==> config.mk <==
export PLATFORM = sky130hd
export DESIGN_NAME = mhvd_ctrl
export DESIGN_NICKNAME = d
export VERILOG_FILES = /design/src/rtl/mhvd_pkg.sv /design/src/rtl/mhvd_ctrl.sv
export SDC_FILE = /design/constraint.sdc
export NUM_CORES = 1
export LEC_CHECK = 0
export ABC_CLOCK_PERIOD_IN_PS = 2000
export BUFFER_PORTS_ARGS = -buffer_cell sky130_fd_sc_hd__buf_2
export CAP_MARGIN = 20
export CELL_PAD_IN_SITES_DETAIL_PLACEMENT = 1
export CELL_PAD_IN_SITES_GLOBAL_PLACEMENT = 1
export CORE_UTILIZATION = 33
export CTS_CLUSTER_DIAMETER = 30
export DETAILED_ROUTE_END_ITERATION = 8
export PLACE_DENSITY = 0.84
export SYNTH_ARGS = -nofsm -noshare
export SYNTH_HDL_FRONTEND = slang
export SYNTH_SLANG_ARGS = --single-unit
==> constraint.sdc <==
create_clock -name i_clk -period 2 [get_ports i_clk]
set_input_delay 0.2 -clock i_clk [delete_from_list [all_inputs] [get_ports i_clk]]
set_output_delay 0.2 -clock i_clk [all_outputs]
set_load 0.02 [all_outputs]
==> src/rtl/mhvd_pkg.sv <==
// Package with shared constants, codes and controller/datapath interface types.
`timescale 1ns / 1ps

package mhvd_pkg;

    localparam int DEPTH     = 128;
    localparam int KEY_WIDTH = 32;
    localparam int ADDR_W    = $clog2(DEPTH);
    localparam int CNT_W     = $clog2(DEPTH + 1);
    localparam int CHILD_W   = ADDR_W + 2;

    localparam logic [CNT_W-1:0] DEPTH_CNT = CNT_W'(DEPTH);

    localparam logic [1:0] CMD_INSERT = 2'd0;
    localparam logic [1:0] CMD_DELETE = 2'd1;
    localparam logic [1:0] CMD_QUERY  = 2'd2;

    localparam logic [1:0] ST_OK       = 2'd0;
    localparam logic [1:0] ST_FULL     = 2'd1;
    localparam logic [1:0] ST_NOTFOUND = 2'd2;

    // Commands from the controller to the datapath, one per controller state.
    typedef struct packed {
        logic accept;
        logic disp;
        logic srch;
        logic del_rd;
        logic del_dec;
        logic up_rd;
        logic up_cmp;
        logic dn_rd;
        logic dn_cmp;
        logic finish;
    } t_dp_cmd;

    // Status from the datapath back to the controller.
    typedef struct packed {
        logic is_insert;
        logic is_delete;
        logic full;
        logic empty;
        logic match;
        logic scan_end;
        logic found_last;
        logic go_up;
        logic at_root;
        logic no_child;
        logic move_up;
        logic move_down;
        logic out_free;
    } t_dp_sts;

endpackage

==> src/rtl/mhvd_ctrl.sv <==
// Controller state machine that sequences insert, search, delete and sift steps.
`timescale 1ns / 1ps

module mhvd_ctrl
    import mhvd_pkg::*;
(
    input  logic    i_clk,
    input  logic    i_rst_n,
    input  logic    i_valid,
    output logic    o_idle,
    input  t_dp_sts i_sts,
    output t_dp_cmd o_cmd
);

    typedef enum logic [9:0] {
        S_IDLE    = 10'b00_0000_0001,
        S_DISP    = 10'b00_0000_0010,
        S_SRCH    = 10'b00_0000_0100,
        S_DEL_RD  = 10'b00_0000_1000,
        S_DEL_DEC = 10'b00_0001_0000,
        S_UP_RD   = 10'b00_0010_0000,
        S_UP_CMP  = 10'b00_0100_0000,
        S_DN_RD   = 10'b00_1000_0000,
        S_DN_CMP  = 10'b01_0000_0000,
        S_DONE    = 10'b10_0000_0000
    } t_state;

    t_state r_state;
    t_state n_state;

    always_comb begin
        n_state = r_state;
        unique case (r_state)
            S_IDLE: begin
                if (i_valid) n_state = S_DISP;
            end
            S_DISP: begin
                if (i_sts.is_insert && !i_sts.full) begin
                    n_state = S_UP_RD;
                end else if (i_sts.is_delete && !i_sts.empty) begin
                    n_state = S_SRCH;
                end else begin
                    n_state = S_DONE;
                end
            end
            S_SRCH: begin
                if (i_sts.match) begin
                    n_state = i_sts.found_last ? S_DONE : S_DEL_RD;
                end else if (i_sts.scan_end) begin
                    n_state = S_DONE;
                end
            end
            S_DEL_RD: begin
                n_state = S_DEL_DEC;
            end
            S_DEL_DEC: begin
                n_state = i_sts.go_up ? S_UP_RD : S_DN_RD;
            end
            S_UP_RD: begin
                n_state = i_sts.at_root ? S_DONE : S_UP_CMP;
            end
            S_UP_CMP: begin
                n_state = i_sts.move_up ? S_UP_RD : S_DONE;
            end
            S_DN_RD: begin
                n_state = i_sts.no_child ? S_DONE : S_DN_CMP;
            end
            S_DN_CMP: begin
                n_state = i_sts.move_down ? S_DN_RD : S_DONE;
            end
            S_DONE: begin
                if (i_sts.out_free) n_state = S_IDLE;
            end
            default: begin
                n_state = S_IDLE;
            end
        endcase
    end

    always_ff @(posedge i_clk) begin
        if (!i_rst_n) begin
            r_state <= S_IDLE;
        end else begin
            r_state <= n_state;
        end
    end

    assign o_idle = (r_state == S_IDLE);

    always_comb begin
        o_cmd.accept  = (r_state == S_IDLE) && i_valid;
        o_cmd.disp    = (r_state == S_DISP);
        o_cmd.srch    = (r_state == S_SRCH);
        o_cmd.del_rd  = (r_state == S_DEL_RD);
        o_cmd.del_dec = (r_state == S_DEL_DEC);
        o_cmd.up_rd   = (r_state == S_UP_RD);
        o_cmd.up_cmp  = (r_state == S_UP_CMP);
        o_cmd.dn_rd   = (r_state == S_DN_RD);
        o_cmd.dn_cmp  = (r_state == S_DN_CMP);
        o_cmd.finish  = (r_state == S_DONE);
    end

endmodule

==> results.py <==
metrics = {
    "setup_path": {
        "slowest_stage": "dfxtp_4",
        "cp_num_buf_inv": 2,
        "worstSetupPathType": "flop to primary output",
        "crit_path_end_kind": "primary output",
        "cpPeakStageDelay_ps": 380,
        "crit_arrival_ps": 1730,
        "critPathLaunchType": "flop",
        "path_max_fanout": 7,
        "cp_top_family": "simple AND/OR/NAND/NOR gates",
        "required_ps": 1800,
        "worstPathCellList": "nor4_4 > buf_4 > nand3_1 > nor3b_2 > buf_2",
    },
    "timing": {
        "drv_slew": 0,
        "final_hold_viol_count": 0,
        "fin_skew_ps": 0.698,
        "rsz0062_at_grt": "true",
        "worst_slew_margin_rel_pct": 64.6,
        "timing.fmax_mhz": 518,
        "fin_crit_ps": 1930,
        "tns_ps": 0,
        "fin_crit_sh_pct": 96.6,
        "setup_viol": 0,
        "worst_slew_pin_slew_ps": 525,
    },
    "cts": {
        "htreeDepth": 1,
        "clockBufferDepth": 2,
        "hold_buffers": 0,
        "worstSkewPairLatency_ps": 260,
        "cts.sinks": 10,
        "clkTransAtPathRegs_ps": 70,
        "cts_tree": "built",
        "cts_root_buffer": "clkbuf_4",
        "numCtsBuffers": 3,
    },
    "die": {
        "io_pins": 27,
        "start_util_pct": 36.3,
        "num_rows": 16,
        "die_y_um": 49.1,
        "core_area_um2": 2020,
        "die_w_um": 49.1,
        "dieArea_um2": 2410,
    },
    "final_layout": {
        "diodes": 0,
        "layout.nets": 148,
        "syn_to_final_growth_pct": 43.0,
        "regMostFlops": "r_state",
        "largest_reg_flops": 10,
        "design_area_um2": 1050,
        "num-fill-cells": 259,
        "largestRegisters": "r_state: 10 flops",
        "drive_gt1_share_pct": 42.7,
        "seq_area_um2": 213,
        "multi_input_area_um2": 523,
        "instances_no_fill": 158,
    },
    "synth": {
        "synth-seq-cells": 10,
        "synthCells": 93,
        "synth_edf_count": 0,
        "netlist_area_um2": 733,
        "async_reset_ff_share_pct": 0,
        "ys_dominant_reg_cell": "dfxtp_1",
        "synth_seq_area_share_pct": 27.3,
        "synth.top_cells.by_area": "dfxtp_1 (27%), nor3_1 (6.8%), nor4_4 (5.8%)",
        "ys_warn_count": 0,
        "yosys.cell_types.count": 39,
        "yosysTopAreaCell": "dfxtp_1",
        "synthTopCellsByCount": "dfxtp_1 (10), nor3_1 (10), nor2_1 (8), inv_1 (6)",
        "synthesis.nets": 109,
        "yosysTopAreaCellShare_pct": 27.3,
        "avgSynthCellArea_um2": 7.88,
    },
    "power_and_ir_drop": {
        "swShare_pct": 29.6,
        "seqPwrFrac_pct": 38.5,
        "internal_power_uw": 394,
        "leakagePower_nw": 0.445,
        "power.density_nw_per_um2": 534,
        "p_comb_share_pct": 28.3,
        "p_sw_uw": 166,
        "power_uw": 560,
        "peakVddDrop_uv": 306,
        "pwr-share-clk_pct": 33.2,
    },
    "drt": {
        "vias": 839,
        "viasPerCell": 5.31,
        "wire_per_inst_um": 14.9,
        "firstDrtPassIters": 4,
        "drtIter0Drc": 5,
        "wl_mm": 2.35,
        "drtAntennaViolNets": 0,
        "drc": 0,
    },
    "global_routing": {
        "antenna_found_initial": 0,
        "grt_pass1_wl_mm": 3.56,
        "grt_usage_pct": 19.2,
        "grt_max_degree": 10,
        "first_global_vias": 809,
        "overflow": 0,
    },
    "run": {
        "drv_cap": 0,
    },
    "placement": {
        "io_buffers": 26,
        "placed_cells": 143,
        "dp_hpwl_mm": 1.58,
        "dpl-instance-area_um2": 883,
        "gp_congestion": 0.847,
    },
    "worst_hold_path": {
        "min_path_type": "input pin to flop",
    },
    "run_status": {
        "status": "finished clean",
    },
}
==> power groups by stage <==
stage / combinational, mW / clock, mW / sequential (mW)
5_1_grt: 0.169 / 0.209 / 0.217
6_report: 0.158 / 0.186 / 0.216
4_1_cts: 0.134 / 0.190 / 0.218
2_1_floorplan: 0.0875 / 0 / 0.216
3_3_place_gp: 0.118 / 0 / 0.222
3_5_place_dp: 0.121 / 0 / 0.222
==> through the flow <==
stage          util, %  worst slack, ps  hold slack (ps)
2_1_floorplan        -             73.5              276
3_3_place_gp      43.7              139              382
3_5_place_dp      43.7              123              397
4_1_cts           47.3            0.826              112
5_1_grt           51.9            -30.4              113
6_report          51.9             68.0              115
==> metal layers <==
metal  GRT usage (%)  share of wire (%)
met5               0                  0
met2            32.6                 51
met4            7.35               0.51
met1            24.2                 44
met3            2.80                3.7
==> cells in the final DEF (no fill, tap or decap), types with 3 or more instances in the layout <==
| cell type | n |
|---|---|
| nand2b_1 | 5 |
| nand2_1 | 5 |
| buf_2 | 23 |
| and2_1 | 3 |
| inv_1 | 6 |
| clkbuf_4 | 3 |
| dfxtp_4 | 3 |
| dfxtp_1 | 6 |
| nor2_1 | 8 |
| o21ai_0 | 4 |
| nor3_1 | 10 |
| buf_4 | 14 |
| and3_1 | 3 |
| nor2b_1 | 3 |
==> cell families (layout without fill, tap and decap cells) <==
kind of cell / after synthesis / in the layout / synth area share [%]
compound gates: 16 / 16 / 16.2
xor+xnor: 3 / 3 / 3.58
buf+inv: 9 / 47 / 5.80
flops: 10 / 10 / 27.3
simple gates: 55 / 55 / 47.1
==> layout make-up <==
class,count,share of cell area [%]
clock buffer,4,3.46
sequential,10,20.3
timing repair buffer,37,21.0
tap,27,3.22
multi-input combinational,74,49.9
inverter,6,2.15
==> worst paths after layout <==
path,from,to,slack [ps],depth (start not counted)
min,i_sts[3],r_state[8],120,2
max reg2reg,r_state[3],r_state[9],70,7
max,r_state[9],o_cmd[6],70,5
min reg2reg,r_state[5],r_state[6],630,2
==> timing repair <==
item	4_1_cts	5_1_grt
setup buffers	4	7
cloned	0	0
hold endpoints to repair	0	0
endpoints found under the setup margin	4	9
pin swaps	1	7
gates resized for setup	2	13
Note: power is estimated with default switching activity, not from simulation.
